===== src/sv/spk_pkg.sv =====
`timescale 1ns / 1ps

package spk_pkg;

  localparam int WORD_W     = 64;
  localparam int ROT_X      = 8;
  localparam int ROT_Y      = 3;
  localparam int CFG_INDEX_W = 8;

  // Configuration register indexes
  localparam logic [CFG_INDEX_W-1:0] REG_KEY_LOW  = CFG_INDEX_W'(0);
  localparam logic [CFG_INDEX_W-1:0] REG_KEY_HIGH = CFG_INDEX_W'(1);

  typedef logic [WORD_W-1:0] word_t;

  typedef struct packed {
    logic  op;
    word_t block_low;
    word_t block_high;
  } item_t;

  typedef struct packed {
    word_t result_low;
    word_t result_high;
  } result_t;

  // Operation of the shared round unit
  typedef enum logic [1:0] {
    RND_HOLD = 2'd0,
    RND_LOAD = 2'd1,
    RND_FWD  = 2'd2,
    RND_INV  = 2'd3
  } rnd_op_t;

  typedef struct packed {
    rnd_op_t op;
  } rnd_ctl_t;

  // Movement of the round key ring
  typedef enum logic [1:0] {
    RING_HOLD = 2'd0,
    RING_FWD  = 2'd1,
    RING_BACK = 2'd2
  } ring_op_t;

  typedef struct packed {
    ring_op_t op;
  } ring_ctl_t;

  function automatic word_t rotr(input word_t v, input int s);
    rotr = (v >> s) | (v << (WORD_W - s));
  endfunction

  function automatic word_t rotl(input word_t v, input int s);
    rotl = (v << s) | (v >> (WORD_W - s));
  endfunction

endpackage


===== src/sv/spk_round.sv =====
`timescale 1ns / 1ps

module spk_round
  import spk_pkg::*;
(
  input  logic     clk,
  input  rnd_ctl_t ctl,
  input  word_t    load_x,
  input  word_t    load_y,
  input  word_t    key,
  output word_t    x,
  output word_t    y
);

  word_t x_q;
  word_t y_q;
  word_t fwd_x;
  word_t fwd_y;
  word_t inv_x;
  word_t inv_y;

  // Forward round: rotate, add, mix key, then fold x into y
  always_comb begin
    fwd_x = (rotr(x_q, ROT_X) + y_q) ^ key;
    fwd_y = rotl(y_q, ROT_Y) ^ fwd_x;
  end

  // Inverse round: undo the forward steps in reverse order
  always_comb begin
    inv_y = rotr(y_q ^ x_q, ROT_Y);
    inv_x = rotl((x_q ^ key) - inv_y, ROT_X);
  end

  always_ff @(posedge clk) begin
    case (ctl.op)
      RND_LOAD: begin
        x_q <= load_x;
        y_q <= load_y;
      end
      RND_FWD: begin
        x_q <= fwd_x;
        y_q <= fwd_y;
      end
      RND_INV: begin
        x_q <= inv_x;
        y_q <= inv_y;
      end
      default: begin
        x_q <= x_q;
        y_q <= y_q;
      end
    endcase
  end

  assign x = x_q;
  assign y = y_q;

endmodule


===== config.mk =====
export PLATFORM = sky130hd
export DESIGN_NAME = spk_round
export DESIGN_NICKNAME = d
export VERILOG_FILES = /design/src/sv/spk_pkg.sv /design/src/sv/spk_round.sv
export SDC_FILE = /design/constraint.sdc
export NUM_CORES = 1
export LEC_CHECK = 0
export BUFFER_PORTS_ARGS = -buffer_cell sky130_fd_sc_hd__buf_2
export CORE_MARGIN = 4
export CORE_UTILIZATION = 58
export DETAILED_ROUTE_END_ITERATION = 16
export PLACE_DENSITY_LB_ADDON = 0.1
export SYNTH_ARGS = -nofsm -noshare
export SYNTH_HDL_FRONTEND = slang
export SYNTH_SLANG_ARGS = --single-unit

===== constraint.sdc =====
create_clock -name clk -period 5.5 [get_ports clk]
set_clock_uncertainty 0.1 [all_clocks]
set_input_delay 0.275 -clock clk [delete_from_list [all_inputs] [get_ports clk]]
set_output_delay 0.275 -clock clk [all_outputs]
set_load 0.02 [all_outputs]

; Word-level counts from Yosys, hierarchy flattened
; Index checks and enable logic that the tools add are counted.
[op_classes]
n_addsub = 2
mul = 0
n_div = 0
order_cmp = 0
n_eq_ne = 3
shift = 0
mux = 2
n_bitwise = 8
reduce_logical = 1
[op_table]
columns = operator, n
row1 = $pmux W64 S3, 2
row2 = $xor A64 B64 Y64, 4
row3 = $add A64 B64 Y64, 1
row4 = $or A56 B64 Y64, 1
row5 = $or A61 B64 Y64, 1
row6 = $or A64 B3 Y64, 1
row7 = $or A64 B8 Y64, 1
row8 = $sub A64 B64 Y64, 1
row9 = $eq A2 B2 Y1 const B, 2
row10 = $reduce_bool A3 Y1, 1
row11 = $eq A2 B1 Y1 const B, 1
[word_totals]
regBits = 128
latch_bits = 0
ram_bits = 0
rom_bits = 0
input_bits = 195
output_inout_bits = 128
wordCells = 18
mem_count = 0

; Logic depth before layout (Yosys ltp)
[logic_depth]
word_depth = 5
depth_mapped = 14
depth_no_buf = 14

; Worst setup path after synthesis
; Ideal clock, no wire load.
[synth_timing]
path_kind = input-to-reg
start = in ctl[0] (netlist name)
end = reg x_q[0] (netlist: x[0]) (enable)
setup_ns = 1.109
arrival_ns = 3.337
t_required_ns = 4.291
setup_slack_ns = 0.954
path_stages = 5
n_path_buf = 3
cell_sequence = clkinv_1 clkbuf_1 clkbuf_1 buf_1 nand2_1
[synth_between]
elab_chain_len = 2
elab_cells_between_ends = 4
cone_classes = 3 x eq/ne / 1 x reduce/logical
[synth_rtl]
columns = element, line
row1 = from (decl), spk_round.sv:7  ; input rnd_ctl_t ctl,
row2 = $eq A2 B2 Y1 or $eq A2 B1 Y1 (tied branches), spk_round.sv:35  ; case (ctl.op)
row3 = $reduce_bool A3 Y1 (no line) *, --
row4 = to (signal assigned), spk_round.sv:37  ; x_q <= load_x;
row5 = to (signal assigned), spk_round.sv:41  ; x_q <= fwd_x;
row6 = to (signal assigned), spk_round.sv:45  ; x_q <= inv_x;
row7 = to (decl), spk_round.sv:15  ; word_t x_q;
; Every way passes the cells marked *; elsewhere a longest branch is shown, timed or not.
; A chain may end at the register's enable or synchronous reset.

; Final worst setup path
[layout_timing]
start = reg x_q[8] (netlist: x[8])
end = reg y_q[58] (netlist: y[58]) (data pin)
[layout_between]
elab_chain_len = 5
[layout_rtl]
columns = element, line
row1 = $or A56 B64 Y64, spk_pkg.sv:51  ; rotr = (v >> s) | (v << (WORD_W - s));
row2 = $add A64 B64 Y64, spk_round.sv:24  ; fwd_x = (rotr(x_q, ROT_X) + y_q) ^ key;
row3 = $xor A64 B64 Y64, spk_round.sv:24
row4 = $xor A64 B64 Y64, spk_round.sv:25  ; fwd_y = rotl(y_q, ROT_Y) ^ fwd_x;
row5 = $pmux W64 S3, spk_round.sv:35
row6 = to (signal assigned), spk_round.sv:38  ; y_q <= load_y;
row7 = to (signal assigned), spk_round.sv:42  ; y_q <= fwd_y;
row8 = to (signal assigned), spk_round.sv:46  ; y_q <= inv_y;
row9 = to (decl), spk_round.sv:16  ; word_t y_q;
; No other way between the ends.

==> results by group <==
Status
  – Status: finished, final reports clean

Setup path
  – Slowest stage cell, crit path: o41ai_1
  – Crit path largest cell delay: between 0.6 and 0.7 ns
  – Worst setup EP type: flop
  – Most frequent CP cell: xnor2_1
  – Type of origin of the critical path: flop
  – Cells along the critical path: ha_1, inv_1, fa_1, nor2b_1, o21bai_1, a21boi_0, o21ai_1, o21ai_2, a21oi_1, o41ai_1, buf_4, nor2_1, xnor2_1, xnor2_1, o221ai_1
  – CP Class: flop to flop
  – CP delay by family, top: compound AO/OA/AOI/OAI gates
  – Buffers & Inverters on Critical Path: 2
  – Arrival time at the worst endpoint: 4.64 ns
  – CP Max Fanout: 7
  – Critical path required time: 5.55 ns

STA
  – Peak Freq: around 220 MHz
  – Max-Slew Margin vs Limit: approximately 25%
  – RSZ-0062 raised after global routing: no
  – Final-report max-slew violation count: 0
  – Period utilization: a little over four fifths
  – Fin. Hold Viols: 0
  – Fin worst setup slack: slightly above 0.9 ns
  – Endpoints failing setup: 0
  – Minimum clock period: approximately 4.6 ns
  – Slew @ Worst Pin: between 1 and 1.5 ns
  – Setup TNS Final: 0 ns

Synthesis
  – Synth top cells by count: xnor2_1, a21oi_1, nor2_1
  – Main combinational cell family by area after synthesis: compound AO/OA/AOI/OAI gates
  – Synth unique cells: 78
  – Synth Area in XOR/XNOR: 20.4%
  – Post-synthesis cell count: 1926
  – Top-count cell post-synth: xnor2_1
  – Synth Cell Area: approximately 16000 sq um
  – Mux contribution to synthesized area: between 3 and 4%
  – Async set-reset flop share out of synthesis: 0%
  – Most common flop cell mapped by yosys: edfxtp_1
  – EDFF count, synth: ~130
  – Syn Area/Cell: around 8.3 sq um
  – Adder-cell share of the synthesized area: between 10% and 20%
  – Syn nets: between 2000 and 2500
  – Ys Warns: 0
  – Yosys top cell area share: between 20% and 30%
  – Yosys reg bits: 128
  – Post-synthesis compound-gate area fraction: between 20% and 30%
  – Post-synth top area cell: edfxtp_1
  – Synth area leaders: edfxtp_1, xnor2_1, ha_1, xor2_1, a21oi_1
  – Seq/Total Area, Yosys: about a quarter
  – Simple-gate share of the synthesized area: between 10 and 15%

Placement
  – PortBufs: ~320
  – DP Worst Slack: 1.01 ns
  – GP Congestion: approximately 1.0
  – Post-DP HPWL: about 48 mm

Detailed routing
  – Drc violations: 0
  – Vias: ~17000
  – DR WL/cell: between 20 and 25 um
  – Initial DRC count: roughly 1800
  – Final ANT Viol Nets: 0
  – Pre-antenna DRT Iters: 5
  – Vias per inst: 6.56
  – Routed WL: 60.6 mm

Layout
  – Fin nets: between 2000 and 3000
  – Seq. cell area: between 3000 and 4000 sq um
  – Layout cells sized above 1: a little under a fifth
  – Fillers: 2300
  – # diodes: 0
  – Synthesis-to-finish area growth: 15.0%
  – Area of the multi-input gates: roughly 12000 sq um

Floorplan
  – Die ar.: ~30000 sq um
  – Chip width: ~170 um
  – Placeable Area: between 20000 and 30000 sq um
  – Initial core utilization: roughly 59%
  – FP Rows: 60
  – Die height: 174 um
  – I/O pin cnt: 323

Global routing
  – Largest net degree at the start of global routing: 72
  – Congestion Overflow GR: 0
  – First-pass GRT wire length: around 90 mm
  – GRT Overall Usage: approximately two fifths
  – Vias in the first global route: 15901
  – Initial antenna violation count: 1

Min path
  – Worst hold path class: primary input to flop

Flow run
  – Max Cap Violations: 0

Clock tree
  – Resize count post-CTS: 0
  – Cts bufs inserted: 17
  – H-Tree Level Count: 4
  – Number of post-CTS setup repair buffers: 0
  – Longest Clk Path Bufs: 2
  – Clk_lat worst skew: 0.44 ns
  – CTS Sinks: about 130
  – Clock slew at reported path FFs: 0.07 ns
  – CTS tree: done
  – # hold bufs at CTS: 0
  – CTS root buffer: clkbuf_16
## cell families (layout without fill, tap and decap cells)
family / Yosys count / in the layout
fa+ha+maj: 128 / 128
compound gates: 615 / 615
simple gates: 508 / 508
mux: 47 / 47
buf+inv: 132 / 404
flops: 128 / 128
xor+xnor: 368 / 368
## stage by stage
stage / cells / utilization, % / hold WS (ns) / cell area, sq um
finish: 2539 / 68.1 / 0.0104 / 18400
CTS: 2539 / 68.1 / 0.00589 / 18400
global route: 2539 / 68.1 / 0.0146 / 18400
detailed placement: 2508 / 65.9 / 0.452 / 17800
global placement: 2508 / 65.9 / 0.449 / 17800
floorplan: 1926 / - / 0.361 / 16000
## layer usage
layer	wire (um)	share of wire (%)	GRT usage [%]
met1	25200	42	53.7
met2	26800	44	60.4
met3	6710	11	7.74
met4	1790	3.0	10.9
met5	13	0.021	0
## sequential cells by signal, indices dropped and copies added, names as in the netlist
| signal | count |
|---|---|
| x | 64 |
| y | 64 |
## layout by cell type, fill, tap and decap left out, types with 7 or more instances in the layout
cell,synthesis,final
nand4_1,33,33
nor2b_1,16,16
a31oi_1,23,23
and2_1,11,11
nand2b_1,14,14
nor2_1,191,191
o211ai_1,14,14
a21o_1,82,82
o21ai_1,19,19
nand2_1,137,136
and3_1,23,23
a221o_1,7,7
or2_2,8,8
inv_1,38,38
ha_1,126,126
buf_4,0,10
clkbuf_16,0,17
mux2i_1,25,25
o22a_1,10,10
edfxtp_1,128,128
o21bai_1,24,24
o221ai_1,11,11
o21a_1,17,17
nand3_1,30,30
a311oi_1,7,7
a21oi_1,225,225
buf_2,2,321
or3_1,9,9
a211oi_1,11,11
xor2_1,130,130
xnor2_1,235,235
nor3_1,22,22
mux2_2,22,22
o21ai_0,87,87
## worst paths after layout
| check | from | to | slack (ns) | cells past startpoint |
|---|---|---|---|---|
| worst min-delay path | load_x[18] | x[18] | 0.01 | 2 |
| worst max-delay path | x[8] | y[58] | 0.91 | 15 |
| worst max register to register | x[8] | y[58] | 0.91 | 15 |
| worst min register to register | y[15] | y[18] | 0.69 | 2 |
## layout make-up
cell class	count	share of cell area (%)
clock inverters	13	0.904
repair buffers	333	9.31
multi-input cells	1666	63.4
clock buffers	18	2.33
flip-flops and latches	128	20.9
inverters	40	0.829
well taps	341	2.32
Power is left out: the tool's default activity adds up to more than one toggle a clock period on the data nets, which glitch-free logic cannot reach.
