===== config.mk =====
export PLATFORM = sky130hd
export DESIGN_NAME = spk_key_cell
export DESIGN_NICKNAME = d
export VERILOG_FILES = /design/src/sv/spk_pkg.sv /design/src/sv/spk_key_cell.sv
export SDC_FILE = /design/constraint.sdc
export NUM_CORES = 1
export LEC_CHECK = 0
export ABC_AREA = 1
export BUFFER_PORTS_ARGS = -buffer_cell sky130_fd_sc_hd__buf_4
export CAP_MARGIN = 5
export CELL_PAD_IN_SITES_DETAIL_PLACEMENT = 2
export CELL_PAD_IN_SITES_GLOBAL_PLACEMENT = 2
export CORE_ASPECT_RATIO = 1.1
export CORE_MARGIN = 2
export CORE_UTILIZATION = 24
export DETAILED_ROUTE_END_ITERATION = 8
export PLACE_DENSITY = 0.82
export SYNTH_ARGS = -nofsm -noshare
export SYNTH_HDL_FRONTEND = slang
export SYNTH_SLANG_ARGS = --single-unit

===== constraint.sdc =====
create_clock -name clk -period 4 [get_ports clk]
set_clock_uncertainty 0.15 [all_clocks]
set_input_delay 0.4 -clock clk [delete_from_list [all_inputs] [get_ports clk]]
set_output_delay 0.4 -clock clk [all_outputs]
set_load 0.02 [all_outputs]

===== src/sv/spk_pkg.sv =====
`timescale 1ns / 1ps

package spk_pkg;

  localparam int WORD_W     = 64;
  localparam int ROT_X      = 8;
  localparam int ROT_Y      = 3;
  localparam int CFG_INDEX_W = 8;

  // Configuration register indexes
  localparam logic [CFG_INDEX_W-1:0] REG_KEY_LOW  = CFG_INDEX_W'(0);
  localparam logic [CFG_INDEX_W-1:0] REG_KEY_HIGH = CFG_INDEX_W'(1);

  typedef logic [WORD_W-1:0] word_t;

  typedef struct packed {
    logic  op;
    word_t block_low;
    word_t block_high;
  } item_t;

  typedef struct packed {
    word_t result_low;
    word_t result_high;
  } result_t;

  // Operation of the shared round unit
  typedef enum logic [1:0] {
    RND_HOLD = 2'd0,
    RND_LOAD = 2'd1,
    RND_FWD  = 2'd2,
    RND_INV  = 2'd3
  } rnd_op_t;

  typedef struct packed {
    rnd_op_t op;
  } rnd_ctl_t;

  // Movement of the round key ring
  typedef enum logic [1:0] {
    RING_HOLD = 2'd0,
    RING_FWD  = 2'd1,
    RING_BACK = 2'd2
  } ring_op_t;

  typedef struct packed {
    ring_op_t op;
  } ring_ctl_t;

  function automatic word_t rotr(input word_t v, input int s);
    rotr = (v >> s) | (v << (WORD_W - s));
  endfunction

  function automatic word_t rotl(input word_t v, input int s);
    rotl = (v << s) | (v >> (WORD_W - s));
  endfunction

endpackage


===== src/sv/spk_key_cell.sv =====
`timescale 1ns / 1ps

module spk_key_cell
  import spk_pkg::*;
(
  input  logic      clk,
  input  ring_ctl_t ctl,
  input  word_t     from_next,
  input  word_t     from_prev,
  output word_t     key
);

  word_t key_q;

  always_ff @(posedge clk) begin
    case (ctl.op)
      RING_FWD:  key_q <= from_next;
      RING_BACK: key_q <= from_prev;
      default:   key_q <= key_q;
    endcase
  end

  assign key = key_q;

endmodule


# Word-level counts from Yosys, hierarchy flattened
# Index checks and enable logic that the tools add are counted.
dict set report word_totals {
  regBits 64
  out_inout_bits 64
}
dict set report op_classes {
  reduce_logical 1
  n_mux 1
  eq_ne 2
}
# op n
set op_table {}
lappend op_table {{64-bit case mux with 2 select lines} 1}
lappend op_table {{2-bit by 1-bit equality test with 1-bit output, second input constant} 1}
lappend op_table {{2-bit equality test, second input constant} 1}
lappend op_table {{2-bit nonzero test} 1}

# Longest topological paths before layout
# Gate-level depths: netlist of the first run.
dict set report logic_depth {
  depth_word 2
  depth_mapped 6
}

# Worst setup path after synthesis of the first run
# Ideal clock, no wire load.
dict set report synth_path {
  path_type {input to register}
  startpoint {input port ctl[0] in the netlist's numbering}
  endpoint {register key_q[0] (netlist: key[0]) (enable)}
  path_buffers 0
  path_slack_ns 1.477
  t_required_ns 3.432
  path_stages 3
  arrival_time_ns 1.955
  setup_ns 0.418
  cell_sequence {inv_1 ha_1 inv_1}
}
dict set report synth_between {
  elab_chain_len 2
  elab_cells_between_ends 3
}
# element line
set synth_rtl {}
lappend synth_rtl {{start: declaration} spk_key_cell.sv:7} ;# input ring_ctl_t ctl,
lappend synth_rtl {{2-bit equality test or 2-bit by 1-bit equality test with 1-bit output (tied branches)} spk_key_cell.sv:16} ;# case (ctl.op)
lappend synth_rtl {{2-bit nonzero test (no line) *} n/a}
lappend synth_rtl {{end signal: assignment} spk_key_cell.sv:17} ;# RING_FWD: key_q <= from_next;
lappend synth_rtl {{end signal: assignment} spk_key_cell.sv:18} ;# RING_BACK: key_q <= from_prev;
lappend synth_rtl {{end signal: assignment} spk_key_cell.sv:19} ;# default: key_q <= key_q;
lappend synth_rtl {{end: declaration} spk_key_cell.sv:13} ;# word_t key_q;
# Every way passes the cells marked *; elsewhere a longest branch is shown, timed or not.
# A chain may end at the register's enable or synchronous reset.

# Worst setup path after layout of the first run
dict set report layout_path {
  startpoint {input port ctl[0] in the netlist's numbering}
  endpoint {register key_q[63] (netlist: key[63]) (enable)}
}
# The elaborated chain is that of the path after synthesis.

==> flow_summary.json, run 1 <==
{
  "finalSetupTns_ns": 0,
  "fp.dieW_um": 106.7,
  "clkSinkCount": 64,
  "syn_inst": 273,
  "crit_type": "input port to register",
  "globalRouteTotalUtil_pct": 15.61,
  "fill_cells": 1269,
  "die_h_um": 117.0,
  "yosysSeqAreaShare_pct": 68.97,
  "power_mw": 2.120,
  "cts_setup_buffers": 0,
  "crit_path_end_kind": "register",
  "power.density_nw_per_um2": 458.5,
  "num_vias": 2682,
  "routed_wl_um": 9676,
  "worstPathMaxFanout": 48,
  "largest_reg_flops": 64,
  "floorplan.core_area_um2": 11390,
  "place_hpwl_um": 7414,
  "ys_types": 8,
  "ir_worst_vdd_v": 0.0002070,
  "rows": 41,
  "cts_tree": "yes",
  "worst-endpoint-arrival_ns": 1.92,
  "overflow": 0,
  "cp_data_required_time_ns": 3.87,
  "synth.top_cells.by_area": "edfxtp_1, nand2_1, clkbuf_8, buf_2, ha_1",
  "setup_viol_count_final": 0,
  "drc": 0,
  "cts-root-buf": "clkbuf_16",
  "power_leakage_nw": 2.282,
  "diodes": 0,
  "final_util_pct": 40.60,
  "clkTransAtPathRegs_ns": 0.05,
  "cts_resized": 0,
  "syn_nets": 405,
  "hp-class": "input port to register",
  "cap_violations": 0,
  "ios": 195,
  "wire_per_inst_um": 15.53,
  "synth_area_um2": 2786,
  "grt_pass1_wl_um": 14820,
  "max_freq_mhz": 486.6,
  "synth_top_area_share_pct": 68.97,
  "relSlewSlack_pct": 25.09,
  "yosysWarningCount": 0,
  "viasPerCell": 4.305,
  "areaGrowthSynthToFinish_pct": 65.92,
  "period_share_pct": 51.38,
  "synth_seq_cells": 64,
  "hold_viol_final": 0,
  "period_needed_ns": 2.055,
  "numPortBuffers": 194,
  "multi_input_area_um2": 735.7,
  "gp_congestion": 0.6735,
  "avgSynthCellArea_um2": 10.21,
  "grt_pass1_vias": 2970,
  "tightest_slew_ns": 1.122,
  "status": "complete, no violations",
  "cts_hold_buffers": 0,
  "first_pass_iters": 4,
  "antenna_found_initial": 0,
  "drt_iter0_markers": 66,
  "nNetsFinal": 600,
  "die-area_um2": 12490,
  "grt_max_degree": 65,
  "clockBufferDepth": 2,
  "cts_buffers": 9,
  "drive_gt1_share_pct": 45.24,
  "startpoint_type": "input port",
  "finalMaxSlewViolations": 0,
  "synth_top_area_cell": "edfxtp_1",
  "layout.area.seq_um2": 1922,
  "start_util_pct": 24.47,
  "cts.htree.levels": 3,
  "rsz0062_at_grt": "false",
  "detail-route-antenna-nets": 0
}
==> power breakdown <==
| part | switching, mW | total [mW] | internal (mW) |
|---|---|---|---|
| clock network | 0.276 | 0.751 | 0.475 |
| registers | 0.0292 | 0.887 | 0.858 |
| logic | 0.263 | 0.482 | 0.219 |
| total | 0.568 | 2.12 | 1.55 |
==> cell usage after synthesis, drive strengths merged <==
library cell  instances
buf                   7
ha                    1
edfxtp               64
inv                   3
nand2               192
clkbuf                6
==> per-stage QoR <==
stage	hold slack (ns)	setup slack, ns	cell area (µm²)	cells
after floorplan	0.4286	1.477	2786	273
after global placement	0.5165	1.640	4335	607
after detailed placement	0.5225	1.568	4335	607
after CTS	0.1889	1.905	4623	623
after global routing	0.1890	1.796	4623	623
final	0.1985	1.945	4623	623
==> cells by family after synthesis <==
logic type	share of synthesized area [%]
and+or+nand+nor	25.86
DFF	68.97
buffers and inverters	4.715
adders and majority gates	0.4490
==> layout make-up <==
class | instances | area share, %
timing repair buffer | 197 | 31.99
clock inverter | 7 | 1.353
sequential | 64 | 41.57
multi-input combinational | 193 | 15.91
clock buffer | 9 | 4.871
tap | 150 | 4.060
inverter | 3 | 0.2436
==> layer usage <==
layer  GRT usage [%]  part of all wire [%]  vias up
met5               0                     0        -
li1                -                     -     1262
met3           5.759                   9.7        7
met2           29.85                    53      121
met1           15.91                    36     1292
met4           4.675                  0.83        0
==> path summary, 6_finish.rpt <==
| check | startpoint | to | slack [ns] | cells past startpoint |
|---|---|---|---|---|
| max | ctl[0] | key[63] | 1.94 | 5 |
| min | from_next[57] | key[57] | 0.20 | 3 |
==> critical path, stage by stage <==
cell and delay [ns]:
buf_4 0.11, inv_1 0.05, ha_2 0.27, inv_2 0.74, buf_4 0.32
==> cells in the final DEF, fill, tap and decap left out <==
master / synthesis / final
clkinv_2: 0 / 2
clkinv_1: 0 / 2
inv_2: 1 / 2
clkinvlp_4: 0 / 2
buf_4: 1 / 197
nand2_1: 192 / 192
edfxtp_1: 64 / 64
clkbuf_16: 0 / 9
inv_1: 2 / 1
ha_2: 0 / 1
bufinv_16: 0 / 1
No activity file was read; power rests on OpenSTA's default activity.
==> inputs of run 2 (changes only) <==
Settings changed: CORE_UTILIZATION 24 to 20, PLACE_DENSITY 0.82 to 0.73.
Clock period 4 ns to 1.8 ns, I/O delays scaled along.
==> run 2 against run 1 <==
Compared with the run above: combinational power grew to 2.9 times the previous value; worst hold slack worse by 0.19 ns; non-clock buffer count is 119 higher; highest routed layer unchanged; via count is 19% higher; largest power group unchanged; core utilization is 2.2 points higher; first-iteration DRC count is 89% higher; critical endpoint is now key[0]; final area is 27% higher.
==> flow_summary.json, run 2 (synthesis results as in run 1) <==
{
  "power.switching_mw": 1.354,
  "crit_path_end_kind": "register",
  "cts-root-buf": "clkbuf_16",
  "rsz0062_at_grt": "false",
  "largest_reg_flops": 64,
  "ir_worst_vdd_v": 0.0003917,
  "layout_common_cells": "buf_4, nand2_1, dlygate4sd3_1, edfxtp_1, clkbuf_16",
  "rows": 45,
  "gp_congestion": 0.7183,
  "p_int_mw": 3.526,
  "setup_viol_count_final": 0,
  "cts_tree": "yes",
  "ios": 195,
  "layout_commonest_cell": "buf_4",
  "postPlaceCellArea_um2": 4437,
  "grt_pass1_vias": 3741,
  "place_hpwl_um": 7269,
  "areaGrowthSynthToFinish_pct": 110.8,
  "start_util_pct": 20.28,
  "fin_ws_ns": 0.1123,
  "cp_data_required_time_ns": 1.71,
  "clkTransAtPathRegs_ns": 0.05,
  "drive_gt1_share_pct": 36.15,
  "drt_iter0_markers": 125,
  "fill_cells": 1523,
  "worst-endpoint-arrival_ns": 1.59,
  "p_sw_share_pct": 27.75,
  "hp-class": "input port to register",
  "detail-route-antenna-nets": 0,
  "final_area_um2": 5873,
  "num_vias": 3200,
  "globalRouteTotalUtil_pct": 17.01,
  "cap_violations": 0,
  "tightest_slew_ns": 0.4579,
  "worstPathMaxFanout": 1,
  "p_seq_share_pct": 40.4,
  "cts_buffers": 9,
  "cts.htree.levels": 3,
  "diodes": 0,
  "fp.dieW_um": 116.5,
  "numPortBuffers": 194,
  "viasPerCell": 4.103,
  "hold_viol_final": 0,
  "crit_type": "input port to register",
  "routed_wl_um": 12710,
  "p_clk_share_pct": 31.1,
  "relSlewSlack_pct": 69.48,
  "floorplan.core_area_um2": 13740,
  "period_share_pct": 93.76,
  "drc": 0,
  "p_comb_share_pct": 28.5,
  "first_pass_iters": 4,
  "power_leakage_nw": 2.795,
  "grt_max_degree": 65,
  "max_freq_mhz": 592.5,
  "finalMaxSlewViolations": 0,
  "nNetsFinal": 719,
  "overflow": 0,
  "wire_per_inst_um": 16.29,
  "place_ws_ns": 0.3259,
  "antenna_found_initial": 0,
  "die_h_um": 127.8,
  "clockBufferDepth": 2,
  "grt_pass1_wl_um": 19220,
  "startpoint_type": "input port",
  "cts_setup_buffers": 0,
  "period_needed_ns": 1.688,
  "status": "complete, no violations",
  "clkSinkCount": 64,
  "hold_slack_ns": 0.006739,
  "power.density_nw_per_um2": 830.8,
  "die-area_um2": 14890
}
==> run 2: cell types whose count changed in the layout (fill, tap and decap cells not counted), sizes merged <==
| cell | change |
|---|---|
| bufinv | -1 |
| inv | -1 |
| clkinvlp | -1 |
| dlygate4sd3 | +118 |
| buf | +1 |
| clkbuf | +1 |
| clkinv | +2 |
==> run 2: worst max-delay path, stage by stage <==
cell           delay, ns
dlygate4sd3_1       0.54
buf_4               0.14
nand2_1             0.07
nand2_1             0.08
dlygate4sd3_1       0.59
==> run 2: cell type report <==
type	count	area, µm²	area share (%)
clock inverters	6	26.28	0.4474
clock buffers	10	229.0	3.899
well taps	188	235.2	4.005
flip-flops and latches	64	1922	32.72
multi-input cells	193	745.7	12.70
inverters	3	22.52	0.3835
repair buffers	316	2693	45.85
==> run 2: power by group through the flow <==
| stage | clock network, mW | registers, mW | logic [mW] |
|---|---|---|---|
| after floorplan | 0 | 2.28 | 0.195 |
| after global placement | 0 | 1.99 | 1.09 |
| after detailed placement | 0 | 2.00 | 1.12 |
| after CTS | 1.56 | 1.97 | 1.36 |
| after global routing | 1.61 | 2.00 | 1.49 |
| final | 1.52 | 1.97 | 1.39 |
==> run 2: timing repair <==
action                    4_1_cts  5_1_grt
hold buffers                  118        0
gates resized for setup         0        0
hold endpoints to repair       62        0
==> run 2: path summary, 6_finish.rpt <==
check  depth (start not counted)      end     startpoint
max                            5   key[0]   from_next[0]
min                            3  key[41]  from_next[41]
==> run 2: per-layer routing <==
metal	track usage (%)	wire, µm
met5	0	0
met1	16.74	4545
met2	33.65	6951
met3	4.161	883
met4	6.090	325
==> run 2: through the flow <==
stage | setup TNS [ns] | instances | total power [mW] | utilization, %
detailed placement | 0 | 646 | 3.116 | 32.30
global placement | 0 | 646 | 3.081 | 32.30
global route | 0 | 780 | 5.093 | 42.75
finish | 0 | 780 | 4.880 | 42.75
CTS | 0 | 780 | 4.896 | 42.75
floorplan | -6.014 | 273 | 2.474 | -
